===== config.mk =====
export PLATFORM = sky130hd
export DESIGN_NAME = delta_zigzag_byte_encoder_top
export DESIGN_NICKNAME = d
export VERILOG_FILES = /design/src/rtl/dzbe_pkg.sv /design/src/rtl/dzbe_front.sv /design/src/rtl/dzbe_fifo.sv /design/src/rtl/dzbe_back.sv /design/src/rtl/delta_zigzag_byte_encoder_top.sv
export SDC_FILE = /design/constraint.sdc
export NUM_CORES = 1
export LEC_CHECK = 0
export BUFFER_PORTS_ARGS = -buffer_cell sky130_fd_sc_hd__buf_2
export CORE_MARGIN = 2
export CORE_UTILIZATION = 45
export DETAILED_ROUTE_END_ITERATION = 8
export PLACE_DENSITY = 0.6
export SKIP_CTS_REPAIR_TIMING = 1
export SLEW_MARGIN = 20
export SYNTH_ARGS = -nofsm -noshare
export SYNTH_HDL_FRONTEND = slang
export SYNTH_SLANG_ARGS = --single-unit
export TNS_END_PERCENT = 100

===== constraint.sdc =====
create_clock -name clk -period 5.4 [get_ports clk]
set_input_delay 1.35 -clock clk [delete_from_list [all_inputs] [get_ports clk]]
set_output_delay 1.35 -clock clk [all_outputs]
set_load 0.01 [all_outputs]

===== src/rtl/dzbe_pkg.sv =====
// Shared types and constants of the delta / zigzag byte encoder.
`default_nettype none

package dzbe_pkg;

    localparam int unsigned JOB_BYTES = 6;
    localparam int unsigned JOB_CNT_W = 3;
    localparam int unsigned LEN_W     = 31;
    localparam int unsigned MODE_W    = 2;

    localparam logic [7:0] ESCAPE_BYTE = 8'hFF;

    localparam logic [MODE_W-1:0] MODE_RAW    = 2'd0;
    localparam logic [MODE_W-1:0] MODE_ZIGZAG = 2'd1;
    localparam logic [MODE_W-1:0] MODE_XOR    = 2'd2;
    localparam logic [MODE_W-1:0] MODE_UNUSED = 2'd3;

    localparam logic CFG_CODING_MODE  = 1'b0;
    localparam logic CFG_FRAME_LENGTH = 1'b1;

    localparam logic [JOB_CNT_W-1:0] CNT_SINGLE = 3'd1;
    localparam logic [JOB_CNT_W-1:0] CNT_ESCAPE = 3'd3;
    localparam logic [JOB_CNT_W-1:0] CNT_HEADER = 3'd6;

    // One input item's worth of output bytes, first byte in slot 0.
    typedef struct packed {
        logic [JOB_BYTES-1:0][7:0] bytes;
        logic [JOB_CNT_W-1:0]      count;
        logic                      frame_done;
    } job_t;

endpackage

`default_nettype wire


===== src/rtl/dzbe_front.sv =====
// Front part: configuration registers, frame tracking and coding of each item.
`default_nettype none

module dzbe_front (
    input  wire logic                              clk,
    input  wire logic                              rst_n,
    input  wire logic                              cfg_wr_en,
    input  wire logic                              cfg_index,
    input  wire logic [dzbe_pkg::LEN_W-1:0]        cfg_data,
    input  wire logic                              push,
    input  wire logic [7:0]                        data_byte,
    output      dzbe_pkg::job_t                    job
);

    logic [dzbe_pkg::MODE_W-1:0] mode_reg;
    logic [dzbe_pkg::LEN_W-1:0]  length_reg;
    logic [7:0]                  prev_reg;
    logic [dzbe_pkg::LEN_W-1:0]  left_reg;
    logic [dzbe_pkg::LEN_W-1:0]  left_next;

    logic       first;
    logic [7:0] zz_first;
    logic       ge;
    logic [7:0] mag;
    logic [8:0] zz;

    assign first    = (left_reg == '0);
    assign zz_first = {data_byte[6:0], 1'b0} ^ {8{data_byte[7]}};
    assign ge       = (data_byte >= prev_reg);
    assign mag      = ge ? (data_byte - prev_reg) : (prev_reg - data_byte);
    assign zz       = ge ? {mag, 1'b0} : ({mag, 1'b0} - 9'd1);

    always_comb
    begin
        job = '0;
        if (first)
        begin
            left_next    = (length_reg == '0) ? '0 : (length_reg - 1'b1);
            job.count    = dzbe_pkg::CNT_HEADER;
            job.bytes[0] = {1'b0, length_reg[30:24]};
            job.bytes[1] = length_reg[23:16];
            job.bytes[2] = length_reg[15:8];
            job.bytes[3] = length_reg[7:0];
            job.bytes[4] = {6'b0, mode_reg};
            job.bytes[5] = (mode_reg == dzbe_pkg::MODE_ZIGZAG) ? zz_first : data_byte;
        end
        else
        begin
            left_next = left_reg - 1'b1;
            job.count = dzbe_pkg::CNT_SINGLE;
            case (mode_reg)
                dzbe_pkg::MODE_ZIGZAG:
                begin
                    if (zz >= 9'd255)
                    begin
                        job.count    = dzbe_pkg::CNT_ESCAPE;
                        job.bytes[0] = dzbe_pkg::ESCAPE_BYTE;
                        job.bytes[1] = zz[7:0];
                        job.bytes[2] = {7'b0, zz[8]};
                    end
                    else
                    begin
                        job.bytes[0] = zz[7:0];
                    end
                end
                dzbe_pkg::MODE_XOR:
                begin
                    job.bytes[0] = data_byte ^ prev_reg;
                end
                default:
                begin
                    // Raw mode and the unused mode code send raw differences.
                    job.bytes[0] = data_byte - prev_reg;
                end
            endcase
        end
        job.frame_done = (left_next == '0);
    end

    always_ff @(posedge clk or negedge rst_n)
    begin
        if (!rst_n)
        begin
            mode_reg   <= dzbe_pkg::MODE_RAW;
            length_reg <= dzbe_pkg::LEN_W'(1);
            prev_reg   <= '0;
            left_reg   <= '0;
        end
        else
        begin
            if (cfg_wr_en)
            begin
                unique case (cfg_index)
                    dzbe_pkg::CFG_CODING_MODE:  mode_reg   <= cfg_data[dzbe_pkg::MODE_W-1:0];
                    dzbe_pkg::CFG_FRAME_LENGTH: length_reg <= cfg_data;
                endcase
            end
            if (push)
            begin
                prev_reg <= data_byte;
                left_reg <= left_next;
            end
        end
    end

    // A header is produced exactly when a frame starts.
    assert property (@(posedge clk) disable iff (!rst_n)
        push |-> ((job.count == dzbe_pkg::CNT_HEADER) == first))
        else $error("header not aligned with frame start");

endmodule

`default_nettype wire


===== src/rtl/dzbe_fifo.sv =====
// Short queue of coded jobs between the front and the back part.
`default_nettype none

module dzbe_fifo #(
    parameter int unsigned DEPTH = 4
) (
    input  wire logic           clk,
    input  wire logic           rst_n,
    input  wire logic           push,
    input  wire dzbe_pkg::job_t push_job,
    output      logic           full,
    input  wire logic           pop,
    output      logic           head_valid,
    output      dzbe_pkg::job_t head_job
);

    localparam int unsigned PTR_W = (DEPTH > 1) ? $clog2(DEPTH) : 1;
    localparam int unsigned CNT_W = $clog2(DEPTH + 1);
    localparam logic [PTR_W-1:0] LAST_PTR = PTR_W'(DEPTH - 1);
    localparam logic [CNT_W-1:0] FULL_CNT = CNT_W'(DEPTH);

    dzbe_pkg::job_t   store_reg [DEPTH];
    logic [PTR_W-1:0] wr_ptr_reg;
    logic [PTR_W-1:0] rd_ptr_reg;
    logic [CNT_W-1:0] count_reg;

    assign full       = (count_reg == FULL_CNT);
    assign head_valid = (count_reg != '0);
    assign head_job   = store_reg[rd_ptr_reg];

    always_ff @(posedge clk)
    begin
        if (push)
        begin
            store_reg[wr_ptr_reg] <= push_job;
        end
    end

    always_ff @(posedge clk or negedge rst_n)
    begin
        if (!rst_n)
        begin
            wr_ptr_reg <= '0;
            rd_ptr_reg <= '0;
            count_reg  <= '0;
        end
        else
        begin
            if (push)
            begin
                wr_ptr_reg <= (wr_ptr_reg == LAST_PTR) ? '0 : (wr_ptr_reg + 1'b1);
            end
            if (pop)
            begin
                rd_ptr_reg <= (rd_ptr_reg == LAST_PTR) ? '0 : (rd_ptr_reg + 1'b1);
            end
            if (push && !pop)
            begin
                count_reg <= count_reg + 1'b1;
            end
            else if (pop && !push)
            begin
                count_reg <= count_reg - 1'b1;
            end
        end
    end

    assert property (@(posedge clk) disable iff (!rst_n) pop |-> head_valid)
        else $error("queue popped while empty");

    assert property (@(posedge clk) disable iff (!rst_n) push |-> !full)
        else $error("queue written while full");

endmodule

`default_nettype wire


===== src/rtl/dzbe_back.sv =====
// Back part: sends the bytes of each queued job, one per cycle unless the output stalls, through the output register.
`default_nettype none

module dzbe_back (
    input  wire logic           clk,
    input  wire logic           rst_n,
    input  wire logic           head_valid,
    input  wire dzbe_pkg::job_t head_job,
    output      logic           pop,
    output      logic           out_valid,
    input  wire logic           out_stall,
    output      logic [7:0]     out_byte,
    output      logic           last_of_run,
    output      logic           frame_done
);

    dzbe_pkg::job_t                  job_reg;
    logic                            active_reg;
    logic [dzbe_pkg::JOB_CNT_W-1:0]  idx_reg;
    logic                            out_valid_reg;
    logic [7:0]                      out_byte_reg;
    logic                            last_reg;
    logic                            done_reg;

    logic       src_valid;
    logic [7:0] src_byte;
    logic       src_last;
    logic       src_done;
    logic       load;

    // A job in progress has priority; otherwise the queue head starts at once.
    assign src_valid = active_reg || head_valid;
    assign src_byte  = active_reg ? job_reg.bytes[idx_reg] : head_job.bytes[0];
    assign src_last  = active_reg ? (idx_reg == (job_reg.count - 1'b1))
                                  : (head_job.count == dzbe_pkg::CNT_SINGLE);
    assign src_done  = src_last && (active_reg ? job_reg.frame_done : head_job.frame_done);
    assign load      = src_valid && (!out_valid_reg || !out_stall);
    assign pop       = load && !active_reg;

    assign out_valid   = out_valid_reg;
    assign out_byte    = out_byte_reg;
    assign last_of_run = last_reg;
    assign frame_done  = done_reg;

    always_ff @(posedge clk)
    begin
        if (load)
        begin
            out_byte_reg <= src_byte;
            last_reg     <= src_last;
            done_reg     <= src_done;
            if (pop)
            begin
                job_reg <= head_job;
            end
        end
    end

    always_ff @(posedge clk or negedge rst_n)
    begin
        if (!rst_n)
        begin
            out_valid_reg <= 1'b0;
            active_reg    <= 1'b0;
            idx_reg       <= '0;
        end
        else
        begin
            if (load)
            begin
                out_valid_reg <= 1'b1;
                if (active_reg)
                begin
                    if (src_last)
                    begin
                        active_reg <= 1'b0;
                    end
                    idx_reg <= idx_reg + 1'b1;
                end
                else if (!src_last)
                begin
                    active_reg <= 1'b1;
                    idx_reg    <= dzbe_pkg::JOB_CNT_W'(1);
                end
            end
            else if (!out_stall)
            begin
                out_valid_reg <= 1'b0;
            end
        end
    end

    assert property (@(posedge clk) disable iff (!rst_n)
        active_reg |-> (idx_reg != '0) && (idx_reg < job_reg.count))
        else $error("byte index outside the current job");

    assert property (@(posedge clk) disable iff (!rst_n)
        (out_valid_reg && done_reg) |-> last_reg)
        else $error("frame end on a byte that does not close its item");

endmodule

`default_nettype wire


===== src/rtl/delta_zigzag_byte_encoder_top.sv =====
// An accepted item is queued as a job; its bytes then leave through the output register.
// Throughput: the output sends one byte a cycle unless stalled; an item gives one byte,
// three on a zigzag escape, six at a frame start, so the output sets the sustained item rate.
// Items are taken one a cycle while the job queue between the front and back parts has room.
// Reset clears the queue, the output register and the frame state, and sets coding mode 0
// and frame length 1.
`default_nettype none

module delta_zigzag_byte_encoder_top #(
    parameter int unsigned QUEUE_DEPTH = 4
) (
    input  wire logic                       clk,
    input  wire logic                       rst_n,
    input  wire logic                       cfg_wr_en,
    input  wire logic                       cfg_index,
    input  wire logic [dzbe_pkg::LEN_W-1:0] cfg_data,
    input  wire logic                       in_valid,
    output      logic                       in_stall,
    input  wire logic [7:0]                 data_byte,
    output      logic                       out_valid,
    input  wire logic                       out_stall,
    output      logic [7:0]                 out_byte,
    output      logic                       last_of_run,
    output      logic                       frame_done
);

    dzbe_pkg::job_t new_job;
    dzbe_pkg::job_t head_job;
    logic           full;
    logic           push;
    logic           pop;
    logic           head_valid;

    assign in_stall = full;
    assign push     = in_valid && !full;

    dzbe_front u_front (
        .clk       (clk),
        .rst_n     (rst_n),
        .cfg_wr_en (cfg_wr_en),
        .cfg_index (cfg_index),
        .cfg_data  (cfg_data),
        .push      (push),
        .data_byte (data_byte),
        .job       (new_job)
    );

    dzbe_fifo #(
        .DEPTH (QUEUE_DEPTH)
    ) u_fifo (
        .clk        (clk),
        .rst_n      (rst_n),
        .push       (push),
        .push_job   (new_job),
        .full       (full),
        .pop        (pop),
        .head_valid (head_valid),
        .head_job   (head_job)
    );

    dzbe_back u_back (
        .clk         (clk),
        .rst_n       (rst_n),
        .head_valid  (head_valid),
        .head_job    (head_job),
        .pop         (pop),
        .out_valid   (out_valid),
        .out_stall   (out_stall),
        .out_byte    (out_byte),
        .last_of_run (last_of_run),
        .frame_done  (frame_done)
    );

endmodule

`default_nettype wire

==> results.py, run 1 <==
metrics = {
    "die": {
        "dieArea_um2": 35500,
        "ios": 57,
        "die_x_um": 188,
        "rows": 67,
        "core_area_um2": 33500,
        "die_y_um": 188,
        "floorplan.initialDensity_pct": 45.6,
    },
    "routing": {
        "first_pass_iters": 5,
        "vias_per_cell": 5.69,
        "drt_iter0_markers": 789,
        "wirelength_mm": 35.5,
        "ant_nets": 0,
        "vias": 9639,
        "wire_per_inst_um": 21.0,
        "drc_errors": 0,
    },
    "worst_setup_path": {
        "path_cells": "buf_2 -> inv_1 -> ha_1 -> inv_1 -> fa_1 -> a21o_1 -> a21o_1 -> a221oi_2 -> mux2i_1 -> ha_1 -> inv_1 -> a31oi_1 -> xnor2_1 -> a21oi_1 -> xnor2_1 -> nor3_1 -> a31oi_1 -> buf_4 -> o41ai_1",
        "end_kind": "register",
        "slowest_stage": "o41ai_1",
        "critPathKind": "input pin to register",
        "worst_setup_path_start_kind": "input pin",
        "critPathArrivalTime_ns": 5.01,
        "crit_top_cell": "inv_1",
        "cp.required_ns": 5.62,
        "worstPathMaxFanout": 13,
        "cpPeakStageDelay_ns": 0.52,
    },
    "logic_synthesis": {
        "ys_seq_elements": 324,
        "ys.flop_type": "edfxtp_1",
        "syn_avg_cell_area_um2": 13.2,
        "yosysWarningCount": 0,
        "synth_nets": 1238,
        "synthTopCellsByArea": "edfxtp_1 47%, dfrtp_1 14%, mux4_2 8.0%, mux2_2 2.6%, nand2_1 2.4%",
        "synth_top_cell_by_area": "edfxtp_1",
        "seq_area_frac_synth_pct": 60.9,
        "synth-async-reset-ratio_pct": 25.9,
        "synth_area_um2": 15300,
        "synth_edf_count": 240,
        "syn_inst": 1162,
        "ys_types": 68,
        "yosysTopAreaCellShare_pct": 47.1,
    },
    "outcome": {
        "status": "finished, final reports clean",
    },
    "pwr": {
        "vdd_drop_max_mv": 0.234,
        "power_mw": 9.04,
        "power_leakage_nw": 6.27,
        "cellPowerDensity_nw_per_um2": 525,
    },
    "timing": {
        "hold_slack_ns": 0.492,
        "final-hold-violation-count": 0,
        "finalSetupViolCount": 0,
        "min_period_over_period_pct": 88.7,
        "period_minus_slack_ns": 4.79,
        "fin_skew_ns": 0.0134,
        "worst_pin_slew_ns": 0.945,
        "setup_tns_ns": 0,
        "relSlewSlack_pct": 37.0,
        "slew_violations": 0,
        "setup_ws_ns": 0.611,
        "rsz0062_at_grt": "false",
        "fmax_ghz": 0.209,
    },
    "clocking": {
        "cts_tree": "done",
        "insertion_delay_ns": 0.52,
        "clock_path_buffers": 3,
        "cts_made_buffers": 37,
        "cts_num_sinks": 324,
        "cts-root-buf": "clkbuf_16",
        "clkTransAtPathRegs_ns": 0.06,
        "htreeDepth": 2,
    },
    "grt": {
        "groute.usage.overall_pct": 20.5,
        "grt_first_pass_wirelength_mm": 56.1,
        "grt_max_degree": 52,
        "grt_pass1_vias": 9511,
        "grtUsageMet2_pct": 32.5,
        "antenna_found_initial": 0,
        "grt-ovfl-total": 0,
        "grt.busiest_layer": "met2",
        "use_met1_pct": 30.0,
        "grtUsageMet3_pct": 3.09,
    },
    "final_layout": {
        "antenna_cells": 0,
        "final_cell_area_um2": 17200,
        "layout.nets": 1297,
        "stdcell_count": 1695,
        "layout_commonest_cell": "edfxtp_1",
        "drive_gt1_share_pct": 18.7,
        "largest_reg_flops": 184,
        "final_cell_mix": "240 x edfxtp_1, 98 x nand2_1, 81 x dfrtp_1",
        "utilization_pct": 51.4,
        "syn_to_final_growth_pct": 12.6,
    },
    "place": {
        "place_ws_ns": 0.182,
        "dpl_cell_area_um2": 16100,
        "hpwl_mm": 24.1,
        "placedCellCount": 1630,
        "portBuffers": 56,
        "gp_congestion": 0.870,
    },
    "hold_path": {
        "hp-class": "register to register",
    },
    "job": {
        "cap_viol_max_count": 0,
    },
}
cell families (layout without fill, tap and decap cells):
logic type      after synthesis  count (layout)  share of synthesized area [%]
fa+ha+maj                    31              31                           2.68
flops                       324             324                           60.9
buf+inv                     104             189                           2.57
simple gates                336             336                           10.7
compound gates              202             202                           8.21
xor+xnor                     70              70                           4.01
mux                          95              95                           10.9
cells in the mapped netlist (28+ instances only):
cell type	number
dfrtp_1	83
a21oi_1	49
xnor2_1	35
nor3_1	35
edfxtp_1	240
ha_1	28
mux4_2	54
inv_1	47
clkbuf_1	47
mux2_2	35
nand2_1	98
nor2_1	81
o21ai_0	65
xor2_1	35
worst max-delay path, delay by kind of cell:
family | cells | cell delay (ns)
AOI/OAI and AO/OA | 7 | 1.61
adders and majority gates | 3 | 0.73
buffers and inverters | 5 | 0.53
xor gates and xnor gates | 2 | 0.35
muxes | 1 | 0.23
and+or+nand+nor | 1 | 0.22
power breakdown:
part,total (mW),switching (mW),internal (mW)
logic,2.75,1.58,1.17
clock network,2.32,0.951,1.37
registers,3.98,0.470,3.51
metal layers:
metal  routed length, um  up-vias
met4                 643        0
li1                    -     4499
met2               16900      304
met1               15800     4785
met3                2210       51
met5                   0        -
final cells by class:
type                    instances  area [um^2]
fillers                      2897        16300
clock inverters                14          104
well taps                     448          561
multi-input cells             734         5610
inverters                      48          180
flip-flops and latches        324         9320
clock buffers                  51         1020
repair buffers                 76          433
path summary, 6_finish.rpt:
path / startpoint / end / slack, ns / cells after the start
worst max-delay path: data_byte[0] / u_fifo.store_reg[0][12] / 0.61 / 19
worst min-delay path: u_fifo.count_reg[2] / u_fifo.count_reg[2] / 0.49 / 1
worst max register to register: u_front.length_reg[11] / u_fifo.store_reg[3][0] / 0.78 / 8
worst min register to register: u_fifo.count_reg[2] / u_fifo.count_reg[2] / 0.49 / 1
max in group asynchronous: rst_n / u_front.length_reg[0] / 3.52 / 2
min in group asynchronous: rst_n / u_fifo.count_reg[1] / 0.88 / 1
Power figures use the tool's default switching activity.
==> run 2: changes to the inputs <==
clock period = 5.3 ns   (was 5.4 ns; I/O delays follow)
==> run 2 against run 1 <==
Die area is the same. Clock skew grew 0.0027 ns. Wire length about the same. Critical endpoint is now u_fifo.store_reg[0][16].
==> results.py, run 2 (synthesis results as in run 1) <==
metrics = {
    "final_layout": {
        "fillers": 2875,
        "final_cell_mix": "240 x edfxtp_1, 98 x nand2_1, 81 x dfrtp_1",
        "layout_commonest_cell": "edfxtp_1",
        "utilization_pct": 51.3,
        "final_cell_area_um2": 17200,
        "syn_to_final_growth_pct": 12.5,
        "multi_input_area_um2": 5610,
        "layout.nets": 1298,
        "largest_reg_flops": 184,
        "seq_area_um2": 9320,
        "drive_gt1_share_pct": 18.6,
        "antenna_cells": 0,
    },
    "clocking": {
        "clkTransAtPathRegs_ns": 0.06,
        "clock_path_buffers": 3,
        "cts_num_sinks": 324,
        "cts-root-buf": "clkbuf_16",
        "cts_made_buffers": 36,
        "htreeDepth": 2,
        "cts_tree": "done",
        "insertion_delay_ns": 0.51,
    },
    "die": {
        "rows": 67,
        "ios": 57,
        "die_x_um": 188,
        "dieArea_um2": 35500,
        "core_area_um2": 33500,
        "die_y_um": 188,
        "floorplan.initialDensity_pct": 45.6,
    },
    "routing": {
        "first_pass_iters": 5,
        "wire_per_inst_um": 21.0,
        "wirelength_mm": 35.5,
        "drt_iter0_markers": 842,
        "vias": 9607,
        "vias_per_cell": 5.67,
        "ant_nets": 0,
        "drc_errors": 0,
    },
    "hold_path": {
        "hp-class": "register to register",
    },
    "grt": {
        "grt-ovfl-total": 0,
        "grt_pass1_vias": 9390,
        "grt_max_degree": 50,
        "grt_first_pass_wirelength_mm": 55.7,
        "antenna_found_initial": 0,
        "groute.usage.overall_pct": 20.4,
    },
    "pwr": {
        "cellPowerDensity_nw_per_um2": 534,
        "power_mw": 9.18,
        "power_leakage_nw": 6.27,
        "vdd_drop_max_mv": 0.208,
    },
    "place": {
        "hpwl_mm": 24.4,
        "gp_congestion": 0.901,
        "dpl_cell_area_um2": 16100,
        "portBuffers": 56,
    },
    "timing": {
        "final-hold-violation-count": 0,
        "min_period_over_period_pct": 87.4,
        "fmax_ghz": 0.216,
        "worst_pin_slew_ns": 0.879,
        "slew_violations": 0,
        "setup_tns_ns": 0,
        "relSlewSlack_pct": 41.1,
        "period_minus_slack_ns": 4.63,
        "fin_skew_ns": 0.0160,
        "finalSetupViolCount": 0,
        "rsz0062_at_grt": "false",
    },
    "worst_setup_path": {
        "cpPeakStageDelay_ns": 0.43,
        "cp.required_ns": 5.54,
        "critPathArrivalTime_ns": 4.87,
        "critPathKind": "input pin to register",
        "slowest_stage": "o31ai_1",
        "worst_setup_path_start_kind": "input pin",
        "worstPathMaxFanout": 19,
        "path_cells": "buf_2 -> inv_1 -> ha_1 -> inv_1 -> fa_1 -> a21o_1 -> a21o_1 -> a221oi_2 -> buf_4 -> mux2i_1 -> xnor2_1 -> a211o_1 -> o211ai_1 -> a31oi_1 -> buf_4 -> o31ai_1",
        "path_buf_inv": 5,
        "end_kind": "register",
        "critical_path.top_delay_family": "compound AO/OA/AOI/OAI gates",
    },
    "outcome": {
        "status": "finished, final reports clean",
    },
    "job": {
        "cap_viol_max_count": 0,
    },
}
run 2: cell count changes in the layout (fill, tap and decap cells not counted), sizes merged:
cell      previous run  this run
clkinvlp             3         1
clkbuf              51        45
inv                 50        49
bufinv               1         2
buf                 76        78
clkinv               8        12
run 2: area by class of cell:
type / count / share of cell area [%]
Multi-Input combinational cell: 734 / 32.6
Clock buffer: 45 / 5.49
Timing Repair Buffer: 78 / 2.60
Inverter: 48 / 1.05
Clock inverter: 16 / 0.829
Tap cell: 448 / 3.26
Sequential cell: 324 / 54.2
run 2: worst reg2reg max path: stages, from the launching register on:
cell,delay (ns)
dfrtp_1,0.46
or4_1,0.65
nand3b_1,0.29
nor3_1,0.32
nand2_1,0.15
inv_2,0.22
buf_4,0.54
o22ai_1,0.25
a2111oi_0,0.51
nand4b_1,0.20
nor4_2,0.58
run 2: through the flow:
stage / std cells / setup slack [ns] / hold WS [ns]
2_1_floorplan: 1162 / 0.0309 / 0.456
3_3_place_gp: 1632 / 0.333 / 0.472
3_5_place_dp: 1632 / 0.226 / 0.487
4_1_cts: 1693 / 0.754 / 0.501
5_1_grt: 1693 / 0.438 / 0.521
6_report: 1693 / 0.668 / 0.498
run 2: final timing paths:
| path | start | end | slack [ns] | cells after the start |
|---|---|---|---|---|
| min in group asynchronous | rst_n | u_back.idx_reg[0] | 0.85 | 1 |
| min reg2reg | u_fifo.count_reg[2] | u_fifo.count_reg[2] | 0.50 | 1 |
| max reg2reg | u_front.left_reg[8] | u_fifo.store_reg[1][0] | 0.83 | 10 |
| min | u_fifo.count_reg[2] | u_fifo.count_reg[2] | 0.50 | 1 |
| max | data_byte[0] | u_fifo.store_reg[0][16] | 0.67 | 16 |
| max in group asynchronous | rst_n | u_front.length_reg[0] | 3.40 | 2 |
run 2: report_power, final:
part	leakage, nW	total [mW]	internal [mW]	switching (mW)
Clock	0.527	2.33	1.36	0.967
Combinational	2.47	2.80	1.20	1.60
Sequential	3.27	4.05	3.57	0.483
Total	6.27	9.18	6.13	3.05
run 2: layer usage:
| metal | vias to the layer above | routed length (um) | GRT usage [%] |
|---|---|---|---|
| met4 | 0 | 900 | 6.19 |
| met5 | - | 0 | 0 |
| li1 | 4498 | - | - |
| met3 | 59 | 1700 | 2.61 |
| met1 | 4767 | 16300 | 30.2 |
| met2 | 283 | 16600 | 31.6 |
==> run 3: changes to the inputs <==
ABC_AREA = 1   (was default)
SLEW_MARGIN = 40   (was 20)
==> run 3 against run 2 <==
Final area grew 4.4%. Setup slack gained 0.40 ns. Register-to-register slack improved by 0.65 ns. Non-clock buffer count grew 1. Worst hold slack got worse by 0.012 ns. Sequential cell count unchanged. Synthesized cell count rose by 47%. Largest power group unchanged. Clock-buffer cell count is 2 lower. Sequential share of layout area is 2.3 points lower. Critical path type unchanged. Cell count increased by 33%. Maximum frequency is 9.5% higher.
==> results.py, run 3 <==
metrics = {
    "logic_synthesis": {
        "syn_inst": 1710,
        "syn_avg_cell_area_um2": 9.36,
        "synth_top_cell_by_area": "edfxtp_1",
        "synthTopCellsByCount": "321 x nand2_1, 296 x nor2_1, 240 x edfxtp_1",
        "ys.flop_type": "edfxtp_1",
        "yosysTopAreaCellShare_pct": 45.0,
        "ys_types": 52,
        "ys_seq_elements": 324,
        "synthTopCellsByArea": "edfxtp_1 45%, dfrtp_1 13%, nand2_1 7.5%, nor2_1 6.9%, o21ai_0 5.7%",
        "synth_area_um2": 16000,
        "synth_edf_count": 240,
        "synth-async-reset-ratio_pct": 25.9,
        "synth_nets": 1786,
        "yosysWarningCount": 0,
        "yosysMostFrequentCell": "nand2_1",
        "seq_area_frac_synth_pct": 58.2,
    },
    "timing": {
        "min_period_over_period_pct": 79.8,
        "finalSetupViolCount": 0,
        "fmax_ghz": 0.236,
        "slew_violations": 0,
        "period_minus_slack_ns": 4.23,
        "rsz0062_at_grt": "false",
        "final-hold-violation-count": 0,
        "fin_skew_ns": 0.0146,
        "worst_pin_slew_ns": 0.811,
        "setup_tns_ns": 0,
        "relSlewSlack_pct": 45.9,
    },
    "place": {
        "hpwl_mm": 29.3,
        "portBuffers": 56,
        "gp_congestion": 0.916,
        "placedCellCount": 2184,
    },
    "hold_path": {
        "hp-class": "register to register",
        "holdPathEnd": "u_front.length_reg[1]",
        "hold_path_depth": 2,
        "holdCritStartpoint": "u_front.length_reg[1]",
    },
    "grt": {
        "grt-ovfl-total": 0,
        "groute.usage.overall_pct": 23.4,
        "grt_pass1_vias": 11800,
        "grt_first_pass_wirelength_mm": 66.2,
        "grt_max_degree": 95,
        "antenna_found_initial": 0,
    },
    "routing": {
        "wirelength_mm": 42.2,
        "vias_per_cell": 5.45,
        "wire_per_inst_um": 18.8,
        "vias": 12200,
        "first_pass_iters": 5,
        "drt_iter0_markers": 1037,
        "drc_errors": 0,
        "ant_nets": 0,
    },
    "final_layout": {
        "drive_gt1_share_pct": 9.80,
        "antenna_cells": 0,
        "syn_to_final_growth_pct": 12.2,
        "multi_input_area_um2": 5900,
        "final_cell_mix": "319 x nand2_1, 292 x nor2_1, 240 x edfxtp_1",
        "fillers": 3225,
        "layout.nets": 1836,
        "layout_commonest_cell": "nand2_1",
        "stdcell_count": 2247,
        "seq_area_um2": 9310,
        "largest_reg_flops": 184,
    },
    "pwr": {
        "vdd_drop_max_mv": 0.264,
        "power_leakage_nw": 7.30,
        "cellPowerDensity_nw_per_um2": 560,
    },
    "clocking": {
        "cts_tree": "done",
        "cts_num_sinks": 324,
        "htreeDepth": 2,
        "clock_path_buffers": 3,
        "cts_made_buffers": 35,
        "cts-root-buf": "clkbuf_16",
        "insertion_delay_ns": 0.52,
        "clkTransAtPathRegs_ns": 0.06,
    },
    "worst_setup_path": {
        "critPathArrivalTime_ns": 4.48,
        "worstPathMaxFanout": 18,
        "reg2reg_slack_ns": 1.48,
        "worst_setup_path_start_kind": "input pin",
        "r2r_end": "u_fifo.store_reg[2][0]",
        "end_kind": "register",
        "reg2reg_depth": 13,
        "critPathKind": "input pin to register",
        "r2r-start": "u_front.length_reg[24]",
        "cp.required_ns": 5.55,
    },
    "die": {
        "die_y_um": 193,
        "rows": 69,
        "floorplan.initialDensity_pct": 45.3,
        "die_x_um": 193,
        "ios": 57,
        "core_area_um2": 35300,
        "dieArea_um2": 37100,
    },
    "outcome": {
        "status": "finished, final reports clean",
    },
    "job": {
        "cap_viol_max_count": 0,
    },
}
run 3: worst max-delay path by stage:
stage	startpoint	end	slack, ns	depth (start not counted)
after global routing	data_byte[0]	u_fifo.store_reg[2][14]	0.67	24
after global placement	data_byte[0]	u_fifo.store_reg[2][13]	0.74	24
after floorplan	in_valid	u_fifo.store_reg[0][0]	1.14	4
after detailed placement	data_byte[0]	u_fifo.store_reg[0][13]	0.61	24
final	data_byte[0]	u_fifo.store_reg[1][13]	1.07	24
after CTS	data_byte[0]	u_fifo.store_reg[3][14]	1.14	24
run 3: per-layer routing:
metal	global-route usage, %	part of all wire (%)
met2	37.2	46
met1	32.8	46
met3	3.87	5.5
met4	7.63	2.6
met5	0	0
run 3: layout make-up:
cell class	instances	share of cell area, %
clock buffers	43	5.28
clock inverters	20	0.955
inverters	148	3.13
multi-input cells	1172	32.9
flip-flops and latches	324	51.9
well taps	461	3.21
repair buffers	79	2.69
run 3: critical path, cell delays in order:
cell	delay, ns
buf_2	0.11
inv_1	0.12
ha_1	0.16
inv_1	0.07
fa_1	0.40
nand2_1	0.07
nand2_1	0.10
nand3_1	0.14
nand3_4	0.23
nand2_1	0.15
nand2_1	0.07
inv_1	0.08
ha_1	0.14
inv_1	0.05
nor2_1	0.20
o21ai_0	0.13
buf_4	0.16
nor2_1	0.08
nand2_1	0.07
nor2_2	0.09
nand3_2	0.10
nand2_4	0.12
nand3_1	0.09
o21ai_0	0.23
run 3: report_power, final:
part | internal (mW) | switching (mW)
sequential | 3.60 | 0.359
clock | 1.42 | 0.981
combinational | 1.13 | 2.56
run 3: through the flow:
step | area [um^2] | util (%) | hold slack, ns | power (mW) | setup slack, ns
final | 18000 | 50.8 | 0.486 | 10.1 | 1.07
after global routing | 18000 | 50.8 | 0.527 | 10.8 | 0.671
after CTS | 18000 | 50.8 | 0.488 | 10.1 | 1.14
after detailed placement | 16800 | 47.7 | 0.473 | 7.70 | 0.606
after global placement | 16800 | 47.6 | 0.466 | 7.65 | 0.735
after floorplan | 16000 | - | 0.453 | 6.50 | 1.14
run 3: logic make-up (layout without fill, tap and decap cells):
| group | after synthesis | in the layout | synth area share (%) |
|---|---|---|---|
| AND/OR/NAND/NOR | 744 | 744 | 19.0 |
| AO/OA/AOI/OAI | 340 | 340 | 11.9 |
| flip-flops | 324 | 324 | 58.2 |
| buffers and inverters | 214 | 290 | 5.19 |
| XOR/XNOR | 50 | 50 | 2.74 |
| adder cells (fa/ha/maj) | 31 | 31 | 2.56 |
| multiplexers | 7 | 7 | 0.493 |
